--- src/hw/rtl/dtq_pkg.sv ---
// Shared constants, codes and controller/datapath types of the delta timer queue.
package dtq_pkg;

  localparam int NUM_TIMERS = 16;
  localparam int SLOT_W     = $clog2(NUM_TIMERS);
  localparam int LINK_W     = $clog2(NUM_TIMERS + 1);
  localparam int SLOT_CMP_W = 7;

  typedef logic [LINK_W-1:0] link_t;
  typedef logic [SLOT_W-1:0] slot_ix_t;

  // The sentinel link value marks the end of the queue.
  localparam link_t NIL = LINK_W'(NUM_TIMERS);

  typedef enum logic [0:0] {
    OP_UPDATE = 1'b0,
    OP_INSERT = 1'b1
  } op_t;

  typedef enum logic [2:0] {
    KIND_FIRED      = 3'd0,
    KIND_CMP_SET    = 3'd1,
    KIND_CMP_CLEAR  = 3'd2,
    KIND_IDLE       = 3'd3,
    KIND_INS_OK     = 3'd4,
    KIND_INS_REJECT = 3'd5
  } kind_t;

  typedef enum logic [3:0] {
    DP_NOP,
    DP_LOAD,
    DP_REJECT,
    DP_IDLE_RES,
    DP_INS_START,
    DP_WALK,
    DP_LINK,
    DP_INS_OK,
    DP_UPD_CLEAR,
    DP_UPD_CMP,
    DP_UPD_FIRE
  } dp_op_t;

  typedef enum logic [2:0] {
    S_IDLE,
    S_DISPATCH,
    S_WALK,
    S_LINK,
    S_INS_OK,
    S_UPDATE
  } state_t;

  typedef struct packed {
    dp_op_t op;
    logic   use_cur;
  } dtq_cmd_t;

  typedef struct packed {
    logic out_free;
    logic is_insert;
    logic slot_bad;
    logic head_nil;
    logic walk_stop;
    logic head_live;
    logic periodic;
  } dtq_status_t;

endpackage

--- src/hw/rtl/dtq_if.sv ---
// Handshake channel interfaces for timer commands and their results.
interface dtq_req_if;
  logic        valid;
  logic        ready;
  logic [0:0]  op;
  logic [31:0] now_count;
  logic [3:0]  slot;
  logic [63:0] delay;
  logic [63:0] reload;
  logic [0:0]  notify;
  logic signed [31:0] message;

  modport source (output valid, op, now_count, slot, delay, reload, notify, message,
                  input ready);
  modport sink (input valid, op, now_count, slot, delay, reload, notify, message,
                output ready);
endinterface

interface dtq_rsp_if;
  logic        valid;
  logic        ready;
  logic [2:0]  kind;
  logic [3:0]  fired_slot;
  logic signed [31:0] fired_message;
  logic [31:0] compare_value;
  logic [0:0]  last;

  modport source (output valid, kind, fired_slot, fired_message, compare_value, last,
                  input ready);
  modport sink (input valid, kind, fired_slot, fired_message, compare_value, last,
                output ready);
endinterface

--- src/hw/rtl/dtq_ctrl.sv ---
// Sequencing state machine of the delta timer queue.
module dtq_ctrl
  import dtq_pkg::*;
(
  input  logic        clk,
  input  logic        rst,
  input  logic        req_valid,
  output logic        req_ready,
  input  dtq_status_t status,
  output dtq_cmd_t    cmd
);

  state_t state, state_next;

  always_ff @(posedge clk) begin
    if (rst) begin
      state <= S_IDLE;
    end else begin
      state <= state_next;
    end
  end

  always_comb begin
    state_next  = state;
    cmd.op      = DP_NOP;
    cmd.use_cur = 1'b0;
    req_ready   = 1'b0;
    unique case (state)
      S_IDLE: begin
        req_ready = 1'b1;
        if (req_valid) begin
          cmd.op     = DP_LOAD;
          state_next = S_DISPATCH;
        end
      end
      S_DISPATCH: begin
        if (status.out_free) begin
          if (status.is_insert) begin
            if (status.slot_bad) begin
              cmd.op     = DP_REJECT;
              state_next = S_IDLE;
            end else begin
              cmd.op     = DP_INS_START;
              state_next = S_WALK;
            end
          end else if (status.head_nil) begin
            cmd.op     = DP_IDLE_RES;
            state_next = S_IDLE;
          end else begin
            state_next = S_UPDATE;
          end
        end
      end
      S_WALK: begin
        cmd.use_cur = 1'b1;
        if (status.walk_stop) begin
          state_next = S_LINK;
        end else begin
          cmd.op = DP_WALK;
        end
      end
      S_LINK: begin
        cmd.use_cur = 1'b1;
        cmd.op      = DP_LINK;
        state_next  = status.is_insert ? S_INS_OK : S_UPDATE;
      end
      S_INS_OK: begin
        if (status.out_free) begin
          cmd.op     = DP_INS_OK;
          state_next = S_IDLE;
        end
      end
      S_UPDATE: begin
        if (status.out_free) begin
          if (status.head_nil) begin
            cmd.op     = DP_UPD_CLEAR;
            state_next = S_IDLE;
          end else if (status.head_live) begin
            cmd.op     = DP_UPD_CMP;
            state_next = S_IDLE;
          end else begin
            // The head expires; a periodic slot goes back in through a walk.
            cmd.op     = DP_UPD_FIRE;
            state_next = status.periodic ? S_WALK : S_UPDATE;
          end
        end
      end
      default: begin
        state_next = S_IDLE;
      end
    endcase
  end

endmodule

--- src/hw/rtl/dtq_datapath.sv ---
// Slot storage, linked queue, walk registers and result register.
module dtq_datapath
  import dtq_pkg::*;
(
  input  logic               clk,
  input  logic               rst,
  input  dtq_cmd_t           cmd,
  output dtq_status_t        status,
  input  logic [0:0]         in_op,
  input  logic [31:0]        in_now_count,
  input  logic [3:0]         in_slot,
  input  logic [63:0]        in_delay,
  input  logic [63:0]        in_reload,
  input  logic [0:0]         in_notify,
  input  logic signed [31:0] in_message,
  output logic               out_valid,
  input  logic               out_ready,
  output logic [2:0]         out_kind,
  output logic [3:0]         out_fired_slot,
  output logic signed [31:0] out_fired_message,
  output logic [31:0]        out_compare_value,
  output logic [0:0]         out_last
);

  logic [63:0] remaining    [NUM_TIMERS];
  logic [63:0] period       [NUM_TIMERS];
  logic [31:0] slot_message [NUM_TIMERS];
  logic        slot_notify  [NUM_TIMERS];
  link_t       next_link    [NUM_TIMERS];
  link_t       prev_link    [NUM_TIMERS];
  logic [NUM_TIMERS-1:0] queued;
  link_t       head;
  link_t       tail;
  logic [31:0] last_count;

  op_t         op_r;
  logic [31:0] now_r;
  logic [3:0]  slot_r;
  logic [63:0] delay_r;
  logic [63:0] reload_r;
  logic        notify_r;
  logic [31:0] msg_r;
  logic        first;
  logic [63:0] d;
  link_t       cur;
  slot_ix_t    tgt;

  slot_ix_t    rd_ix;
  slot_ix_t    in_ix;
  logic [63:0] rd_rem;
  logic [63:0] rd_period;
  link_t       rd_next;
  link_t       rd_prev;
  logic [31:0] elapsed;
  logic [63:0] rem_left;
  logic        cur_nil;
  link_t       prior;
  logic        out_free;

  assign rd_ix     = cmd.use_cur ? cur[SLOT_W-1:0] : head[SLOT_W-1:0];
  assign in_ix     = SLOT_W'(slot_r);
  assign rd_rem    = remaining[rd_ix];
  assign rd_period = period[rd_ix];
  assign rd_next   = next_link[rd_ix];
  assign rd_prev   = prev_link[rd_ix];
  // Only the first pass of an update sees the elapsed count.
  assign elapsed   = first ? (now_r - last_count) : 32'd0;
  assign rem_left  = rd_rem - {32'd0, elapsed};
  assign cur_nil   = (cur == NIL);
  assign prior     = cur_nil ? tail : rd_prev;
  assign out_free  = !out_valid || out_ready;

  always_comb begin
    status.out_free  = out_free;
    status.is_insert = (op_r == OP_INSERT);
    status.slot_bad  = (SLOT_CMP_W'(slot_r) >= SLOT_CMP_W'(NUM_TIMERS)) || queued[in_ix];
    status.head_nil  = (head == NIL);
    status.walk_stop = cur_nil || (d < rd_rem);
    status.head_live = (rd_rem > {32'd0, elapsed});
    status.periodic  = (rd_period != 64'd0);
  end

  // Queue control state.
  always_ff @(posedge clk) begin
    if (rst) begin
      queued     <= '0;
      head       <= NIL;
      tail       <= NIL;
      last_count <= 32'd0;
    end else begin
      unique case (cmd.op)
        DP_LINK: begin
          queued[tgt] <= 1'b1;
          if (prior == NIL) begin
            head <= LINK_W'(tgt);
          end
          if (cur_nil) begin
            tail <= LINK_W'(tgt);
          end
        end
        DP_UPD_CLEAR: begin
          last_count <= 32'd0;
        end
        DP_UPD_CMP: begin
          last_count <= now_r;
        end
        DP_UPD_FIRE: begin
          last_count   <= now_r;
          queued[rd_ix] <= 1'b0;
          head         <= rd_next;
          if (rd_next == NIL) begin
            tail <= NIL;
          end
        end
        default: begin
        end
      endcase
    end
  end

  // Slot storage and walk registers.
  always_ff @(posedge clk) begin
    unique case (cmd.op)
      DP_LOAD: begin
        op_r     <= op_t'(in_op);
        now_r    <= in_now_count;
        slot_r   <= in_slot;
        delay_r  <= in_delay;
        reload_r <= in_reload;
        notify_r <= in_notify[0];
        msg_r    <= in_message;
        first    <= 1'b1;
      end
      DP_INS_START: begin
        period[in_ix]       <= reload_r;
        slot_notify[in_ix]  <= notify_r;
        slot_message[in_ix] <= msg_r;
        d   <= delay_r;
        cur <= head;
        tgt <= in_ix;
      end
      DP_WALK: begin
        d   <= d - rd_rem;
        cur <= rd_next;
      end
      DP_LINK: begin
        remaining[tgt] <= d;
        next_link[tgt] <= cur;
        prev_link[tgt] <= prior;
        if (!cur_nil) begin
          remaining[rd_ix] <= rd_rem - d;
          prev_link[rd_ix] <= LINK_W'(tgt);
        end
        if (prior != NIL) begin
          next_link[prior[SLOT_W-1:0]] <= LINK_W'(tgt);
        end
      end
      DP_UPD_CMP: begin
        remaining[rd_ix] <= rem_left;
      end
      DP_UPD_FIRE: begin
        first <= 1'b0;
        if (rd_next != NIL) begin
          prev_link[rd_next[SLOT_W-1:0]] <= NIL;
        end
        if (rd_period != 64'd0) begin
          d   <= rd_period;
          cur <= rd_next;
          tgt <= rd_ix;
        end
      end
      default: begin
      end
    endcase
  end

  // Result register: holds one item until the sink takes it.
  always_ff @(posedge clk) begin
    if (rst) begin
      out_valid <= 1'b0;
    end else begin
      priority case (1'b1)
        (cmd.op == DP_REJECT) || (cmd.op == DP_IDLE_RES) || (cmd.op == DP_INS_OK) ||
        (cmd.op == DP_UPD_CLEAR) || (cmd.op == DP_UPD_CMP): out_valid <= 1'b1;
        (cmd.op == DP_UPD_FIRE): out_valid <= slot_notify[rd_ix] || (out_valid && !out_ready);
        out_ready: out_valid <= 1'b0;
        default: out_valid <= out_valid;
      endcase
    end
  end

  always_ff @(posedge clk) begin
    unique case (cmd.op)
      DP_REJECT, DP_INS_OK: begin
        out_kind          <= (cmd.op == DP_REJECT) ? KIND_INS_REJECT : KIND_INS_OK;
        out_fired_slot    <= slot_r;
        out_fired_message <= 32'sd0;
        out_compare_value <= 32'd0;
        out_last          <= 1'b1;
      end
      DP_IDLE_RES, DP_UPD_CLEAR: begin
        out_kind          <= (cmd.op == DP_IDLE_RES) ? KIND_IDLE : KIND_CMP_CLEAR;
        out_fired_slot    <= 4'd0;
        out_fired_message <= 32'sd0;
        out_compare_value <= 32'd0;
        out_last          <= 1'b1;
      end
      DP_UPD_CMP: begin
        out_kind          <= KIND_CMP_SET;
        out_fired_slot    <= 4'd0;
        out_fired_message <= 32'sd0;
        out_compare_value <= now_r + rem_left[31:0];
        out_last          <= 1'b1;
      end
      DP_UPD_FIRE: begin
        if (slot_notify[rd_ix]) begin
          out_kind          <= KIND_FIRED;
          out_fired_slot    <= 4'(rd_ix);
          out_fired_message <= slot_message[rd_ix];
          out_compare_value <= 32'd0;
          out_last          <= 1'b0;
        end
      end
      default: begin
      end
    endcase
  end

endmodule

--- src/hw/rtl/delta_timer_queue_unit.sv ---
// Work: an insert walks past each queued slot that falls due no later than it, then links
// in; an update expires each due head slot in turn and walks each periodic one back in, and
// on an empty queue gives an idle result. Output stalls hold the work.
// Throughput: one item at a time; the next item is accepted the cycle after the last result
// of the current one is loaded into the output register. The slot walk sets the rate.
// Reset (synchronous, active high) empties the queue and clears the last count.
module delta_timer_queue_unit
  import dtq_pkg::*;
(
  input logic      clk,
  input logic      rst,
  dtq_req_if.sink  req,
  dtq_rsp_if.source rsp
);

  dtq_cmd_t    cmd;
  dtq_status_t status;

  dtq_ctrl u_ctrl (
    .clk       (clk),
    .rst       (rst),
    .req_valid (req.valid),
    .req_ready (req.ready),
    .status    (status),
    .cmd       (cmd)
  );

  dtq_datapath u_dp (
    .clk               (clk),
    .rst               (rst),
    .cmd               (cmd),
    .status            (status),
    .in_op             (req.op),
    .in_now_count      (req.now_count),
    .in_slot           (req.slot),
    .in_delay          (req.delay),
    .in_reload         (req.reload),
    .in_notify         (req.notify),
    .in_message        (req.message),
    .out_valid         (rsp.valid),
    .out_ready         (rsp.ready),
    .out_kind          (rsp.kind),
    .out_fired_slot    (rsp.fired_slot),
    .out_fired_message (rsp.fired_message),
    .out_compare_value (rsp.compare_value),
    .out_last          (rsp.last)
  );

endmodule

--- src/flat_wrapper.sv ---
// flat-port wrapper written by rule: the top's interface ports become plain ports
module delta_timer_queue_unit_flat import dtq_pkg::*;
  (clk, rst, req_valid, req_op, req_now_count, req_slot, req_delay, req_reload, req_notify, req_message, req_ready, rsp_valid, rsp_kind, rsp_fired_slot, rsp_fired_message, rsp_compare_value, rsp_last, rsp_ready);
  dtq_req_if req_i ();
  dtq_rsp_if rsp_i ();
  input logic clk;
  input logic rst;
  input wire logic [$bits(req_i.valid)-1:0] req_valid;
  input wire logic [$bits(req_i.op)-1:0] req_op;
  input wire logic [$bits(req_i.now_count)-1:0] req_now_count;
  input wire logic [$bits(req_i.slot)-1:0] req_slot;
  input wire logic [$bits(req_i.delay)-1:0] req_delay;
  input wire logic [$bits(req_i.reload)-1:0] req_reload;
  input wire logic [$bits(req_i.notify)-1:0] req_notify;
  input wire logic [$bits(req_i.message)-1:0] req_message;
  output wire logic [$bits(req_i.ready)-1:0] req_ready;
  output wire logic [$bits(rsp_i.valid)-1:0] rsp_valid;
  output wire logic [$bits(rsp_i.kind)-1:0] rsp_kind;
  output wire logic [$bits(rsp_i.fired_slot)-1:0] rsp_fired_slot;
  output wire logic [$bits(rsp_i.fired_message)-1:0] rsp_fired_message;
  output wire logic [$bits(rsp_i.compare_value)-1:0] rsp_compare_value;
  output wire logic [$bits(rsp_i.last)-1:0] rsp_last;
  input wire logic [$bits(rsp_i.ready)-1:0] rsp_ready;
  assign req_i.valid = req_valid;
  assign req_i.op = req_op;
  assign req_i.now_count = req_now_count;
  assign req_i.slot = req_slot;
  assign req_i.delay = req_delay;
  assign req_i.reload = req_reload;
  assign req_i.notify = req_notify;
  assign req_i.message = req_message;
  assign req_ready = req_i.ready;
  assign rsp_valid = rsp_i.valid;
  assign rsp_kind = rsp_i.kind;
  assign rsp_fired_slot = rsp_i.fired_slot;
  assign rsp_fired_message = rsp_i.fired_message;
  assign rsp_compare_value = rsp_i.compare_value;
  assign rsp_last = rsp_i.last;
  assign rsp_i.ready = rsp_ready;
  delta_timer_queue_unit u_core (.clk(clk), .rst(rst), .req(req_i), .rsp(rsp_i));
endmodule
--- config.mk ---
export PLATFORM = sky130hd
export DESIGN_NAME = delta_timer_queue_unit_flat
export DESIGN_NICKNAME = d
export VERILOG_FILES = /design/src/hw/rtl/dtq_pkg.sv /design/src/hw/rtl/dtq_if.sv /design/src/hw/rtl/dtq_ctrl.sv /design/src/hw/rtl/dtq_datapath.sv /design/src/hw/rtl/delta_timer_queue_unit.sv /design/src/flat_wrapper.sv
export SDC_FILE = /design/constraint.sdc
export NUM_CORES = 2
export LEC_CHECK = 0
export CORE_MARGIN = 5
export CORE_UTILIZATION = 39
export DETAILED_ROUTE_END_ITERATION = 7
export DONT_BUFFER_PORTS = 1
export GPL_TIMING_DRIVEN = 0
export PLACE_DENSITY = 0.58
export SYNTH_ARGS = -nofsm -noshare
export SYNTH_HDL_FRONTEND = slang
export SYNTH_HIERARCHICAL = 1
export SYNTH_SLANG_ARGS = --single-unit
--- constraint.sdc ---
create_clock -name clk -period 38.2 [get_ports clk]
set_clock_uncertainty 0.05 [all_clocks]
set_input_delay 7.64 -clock clk [delete_from_list [all_inputs] [get_ports clk]]
set_output_delay 7.64 -clock clk [all_outputs]
set_load 0.01 [all_outputs]
==> results <==
- The worst-margin pin slew is 1620 ps.
- In this run the vertical extent of the chip is 620 um.
- Of the total power, combinational logic draws 0.191.
- Counting every instance in the synthesized netlist gives 11.0k.
- STA classifies the critical path endpoint as a flip-flop.
- The maximum clock path buffer count is 4.
- The final hold slack is 415 ps.
- The largest net degree at the start of global routing is 56.
- At the end of routability-driven placement, the weighted congestion stood at 0.994.
- Port buffering added 0 buffers.
- The number of clock buffers inserted by TritonCTS is 336.
- The final reports fail on max-capacitance violations, max-slew violations.
- The post-synthesis sequential element count is 3142.
- The count of final max-slew check failures is 46.
- The final period demand of the worst path is 19580 ps.
- The finished cells cover 166000 um2.
- At the later pin of the worst-skew pair, clock insertion delay measures 1020 ps.
- The kind of cell adding the most delay to the critical path is buffers and inverters.
- In the final layout, the share of cells above drive strength 1 is 0.125.
- Of the total power, the share spent switching nets is 0.304.
- In this run the power spent charging and discharging nets is 2.77 mW.
- The clock share of power is 0.358.
- The final worst setup slack is 18620 ps.
- After synthesis, the cell types taking the most area are sky130_fd_sc_hd__edfxtp_1, sky130_fd_sc_hd__mux4_2, sky130_fd_sc_hd__o21ai_0.
- Across the VDD grid, the largest voltage drop is 0.0554 mV.
- The count of routing violations after the opening detailed-route iteration is 15.4k.
- In the routed layout, each cell is associated on average with a via count of 6.23.
- The instance area after placement is 155000 um2.
- The post-placement setup slack is 19500 ps.
- The net count after synthesis is 11.4k.
- The length of the first detailed-routing pass in iterations is 6.
- The number of gates resized after cts is 0.
- The number of buffers inserted by post-CTS setup repair is 0.
- STA classifies the critical path startpoint as a flip-flop.
- At the worst endpoint, the required time is 38780 ps.
- The total setup violations reported at the end of the flow is 0.
- The buffer type at the clock tree root is sky130_fd_sc_hd__clkbuf_16.
- The net total in the final layout is 11.9k.
- The critical path is of the flip-flop to flip-flop type.
- The count of distinct cell types in the synthesized netlist is 110.
- The first-pass GRT wire length is 799000 um.
- A synthesized cell averages 13.2 um2.
- The all-layer global routing usage is 0.295.
- The number of DRC violations after detailed routing is 0.
- The total overflow reported by the global router is 0.
- The number of nets still failing antenna checks after routing is 0.
- Summed over all nets, the half-perimeter wirelength after detailed placement is 433000 um.
- Counting instances in the post-synthesis netlist gives the leading cell types as sky130_fd_sc_hd__edfxtp_1, sky130_fd_sc_hd__nand2_1, sky130_fd_sc_hd__o21ai_0.
- The part of the total power dissipated in sequential elements is 0.451.
- The sum of routed wire length over all layers is 586000 um.
- TritonCTS built the clock tree.
- Data arrives at the worst endpoint at 20160 ps.
- The floorplan has 224 rows.
- The cell-internal power is 6.32 mW.
- The reported max-cap violation count is 11.
- The static leakage is 55.8 nW.
- The final count of hold timing violations is 0.
- Dividing the detail-routed wire length by the instance count gives 35.0 um.
- The maximum fanout encountered on the critical timing path is 33.
- The most numerous cell type found on the critical path is sky130_fd_sc_hd__buf_6.
- The clock transition at the register clock pins on the worst setup and hold paths after CTS is 60 ps.
- From synthesis to final layout, the design area changed by 14.3%.
- The top cell type by total area after synthesis is sky130_fd_sc_hd__edfxtp_1.
- The maximum level of the CTS H-tree is 5.
- After synthesis, the share of flip-flops with an asynchronous set or reset is 0.
- The final cell count without fillers is 16.8k.
- During I/O placement, the number of pins put on the boundary was 276.
- The post-synthesis instance area is 145000 um2.
- The sequential element share of the synthesized area is 0.644.
- The peak clock frequency supported by timing is 51.1 MHz.
- The run finished, with violations left.
- The setup slack of the worst register-to-register path is 18620 ps.
- For this run, the number of Yosys warnings is 6.
- The cell at the slowest stage of the critical path is sky130_fd_sc_hd__clkbuf_1.
- Hold repair after CTS inserted 0 buffers.
- The most used flip-flop cell after synthesis is sky130_fd_sc_hd__edfxtp_1.
- The floorplan step defined a die boundary enclosing 384000 um2.
- The final period utilization is 0.513.
- The initial utilization of the core area, before any placement, comes to 0.391.
- The most frequent cell after synthesis is sky130_fd_sc_hd__edfxtp_1.
- The stage delay of the slowest cell on the critical path is 990 ps.
- Of the post-synthesis cell area, the dominant cell type holds 0.631.
- In this run the tightest slew margin relative to its limit is -0.0936.
- The final route contains 104k vias.
- Counting both buffers and inverters, the worst setup path holds a total of 20.
- Measured along the x axis, the die boundary spans 620 um.
- The core utilization of the finished layout is 0.446.
- In this run the standard cell core region covers 371000 um2.
- The initial antenna violation count is 54.
- The TritonCTS sink count is 3142.
- The via count of the first global-routing pass is 99.8k.
- The worst hold-check path type is flip-flop to flip-flop.
- The total placed cells including tap cells is 16.1k.
- In this run the power density over the cells is 54.8 nW/um2.
- Setup repair after global routing left no endpoint under its margin.
- Counting flops with a built-in enable in the synthesized netlist gives 3048.
## state kept, by name (all words and copies together), names as in the netlist, 64 cells and up
name                      count
u_core/u_dp/remaining      1024
u_core/u_dp/period         1024
u_core/u_dp/delay_r          64
u_core/u_dp/reload_r         64
u_core/u_dp/next_link        80
u_core/u_dp/slot_message    512
u_core/u_dp/prev_link        80
u_core/u_dp/d                64
## tightest hold or removal path, cell delays in order, from the launching register on
cell                       delay (ps)
sky130_fd_sc_hd__dfxtp_1          310
sky130_fd_sc_hd__nand2_1           40
sky130_fd_sc_hd__a21boi_0          70
## cell families (layout without fill, tap and decap cells)
family                     after synthesis  count (layout)  synth area share
muxes                                  655             655            0.0875
and+or+nand+nor                       2597            2597            0.0761
buffers and inverters                 1116            1914            0.0315
adders and majority gates              227             227            0.0198
DFF                                   3142            3142             0.644
xor gates and xnor gates               219             219            0.0133
AOI/OAI and AO/OA                     2995            2995             0.128
other                                    0              39                 0
## stage by stage
stage	TNS (ps)	total power, mW
4_1_cts	0	9.07
2_1_floorplan	0	5.14
3_5_place_dp	0	5.84
3_3_place_gp	-211870	5.83
5_1_grt	0	9.37
6_report	0	9.09
## layout make-up
cell class	instances	area [um2]
Inverter	211	795
Tap cell	4972	6220
Antenna cell	39	97.6
Sequential cell	3142	93400
Multi-Input combinational cell	6693	47600
Clock buffer	400	8790
Fill cell	33484	206000
Clock inverter	202	2020
Buffer	905	3800
Timing Repair Buffer	196	3070
## final timing paths
path,to,depth (start not counted),start
min reg2reg,u_core/u_dp/next_link[4][4]$_SDFFE_PP0P_,2,u_core/u_dp/next_link[4][4]$_SDFFE_PP0P_
max reg2reg,u_core/u_dp/remaining[15][20]$_DFFE_PP_,46,u_core/u_ctrl/state[1]$_SDFFE_PP0P_
max,u_core/u_dp/remaining[15][20]$_DFFE_PP_,46,u_core/u_ctrl/state[1]$_SDFFE_PP0P_
min,u_core/u_dp/next_link[4][4]$_SDFFE_PP0P_,2,u_core/u_dp/next_link[4][4]$_SDFFE_PP0P_
## per-layer routing
layer / global-route usage / up-vias / part of all wire
li1: - / 42935 / -
met1: 0.381 / 53047 / 0.37
met2: 0.454 / 7079 / 0.45
met3: 0.0785 / 1280 / 0.12
met4: 0.162 / 32 / 0.066
met5: 0 / - / 0.00037
## cells in the final DEF, fill, tap and decap left out, types with 54 or more instances in the layout
| cell | netlist | layout |
|---|---|---|
| sky130_fd_sc_hd__a22oi_1 | 338 | 338 |
| sky130_fd_sc_hd__xor2_1 | 62 | 62 |
| sky130_fd_sc_hd__mux2_2 | 54 | 54 |
| sky130_fd_sc_hd__mux2i_1 | 121 | 119 |
| sky130_fd_sc_hd__nor2_1 | 530 | 516 |
| sky130_fd_sc_hd__a21boi_0 | 197 | 197 |
| sky130_fd_sc_hd__clkinv_2 | 0 | 55 |
| sky130_fd_sc_hd__clkinv_1 | 0 | 74 |
| sky130_fd_sc_hd__a22o_1 | 72 | 72 |
| sky130_fd_sc_hd__buf_12 | 6 | 78 |
| sky130_fd_sc_hd__mux4_2 | 448 | 448 |
| sky130_fd_sc_hd__buf_6 | 16 | 90 |
| sky130_fd_sc_hd__ha_1 | 222 | 222 |
| sky130_fd_sc_hd__edfxtp_1 | 3048 | 3048 |
| sky130_fd_sc_hd__o21ai_0 | 1173 | 1165 |
| sky130_fd_sc_hd__clkbuf_16 | 0 | 342 |
| sky130_fd_sc_hd__inv_1 | 208 | 208 |
| sky130_fd_sc_hd__dfxtp_1 | 94 | 94 |
| sky130_fd_sc_hd__xnor2_1 | 156 | 156 |
| sky130_fd_sc_hd__clkbuf_1 | 724 | 767 |
| sky130_fd_sc_hd__nand4_1 | 89 | 89 |
| sky130_fd_sc_hd__o31ai_1 | 86 | 84 |
| sky130_fd_sc_hd__nand2_1 | 1550 | 1540 |
| sky130_fd_sc_hd__buf_2 | 89 | 100 |
| sky130_fd_sc_hd__nand3_1 | 65 | 65 |
| sky130_fd_sc_hd__nor3_1 | 111 | 95 |
| sky130_fd_sc_hd__a21oi_1 | 531 | 530 |
| sky130_fd_sc_hd__a21o_1 | 112 | 111 |
| sky130_fd_sc_hd__o221ai_1 | 54 | 54 |
## power groups by stage
stage | Combinational (mW) | Clock (mW) | Sequential (mW)
2_1_floorplan | 1.02 | 0 | 4.12
3_3_place_gp | 1.62 | 0 | 4.21
3_5_place_dp | 1.68 | 0 | 4.16
4_1_cts | 1.68 | 3.29 | 4.09
5_1_grt | 1.83 | 3.44 | 4.10
6_report | 1.74 | 3.25 | 4.09
Power figures use the tool's default switching activity.
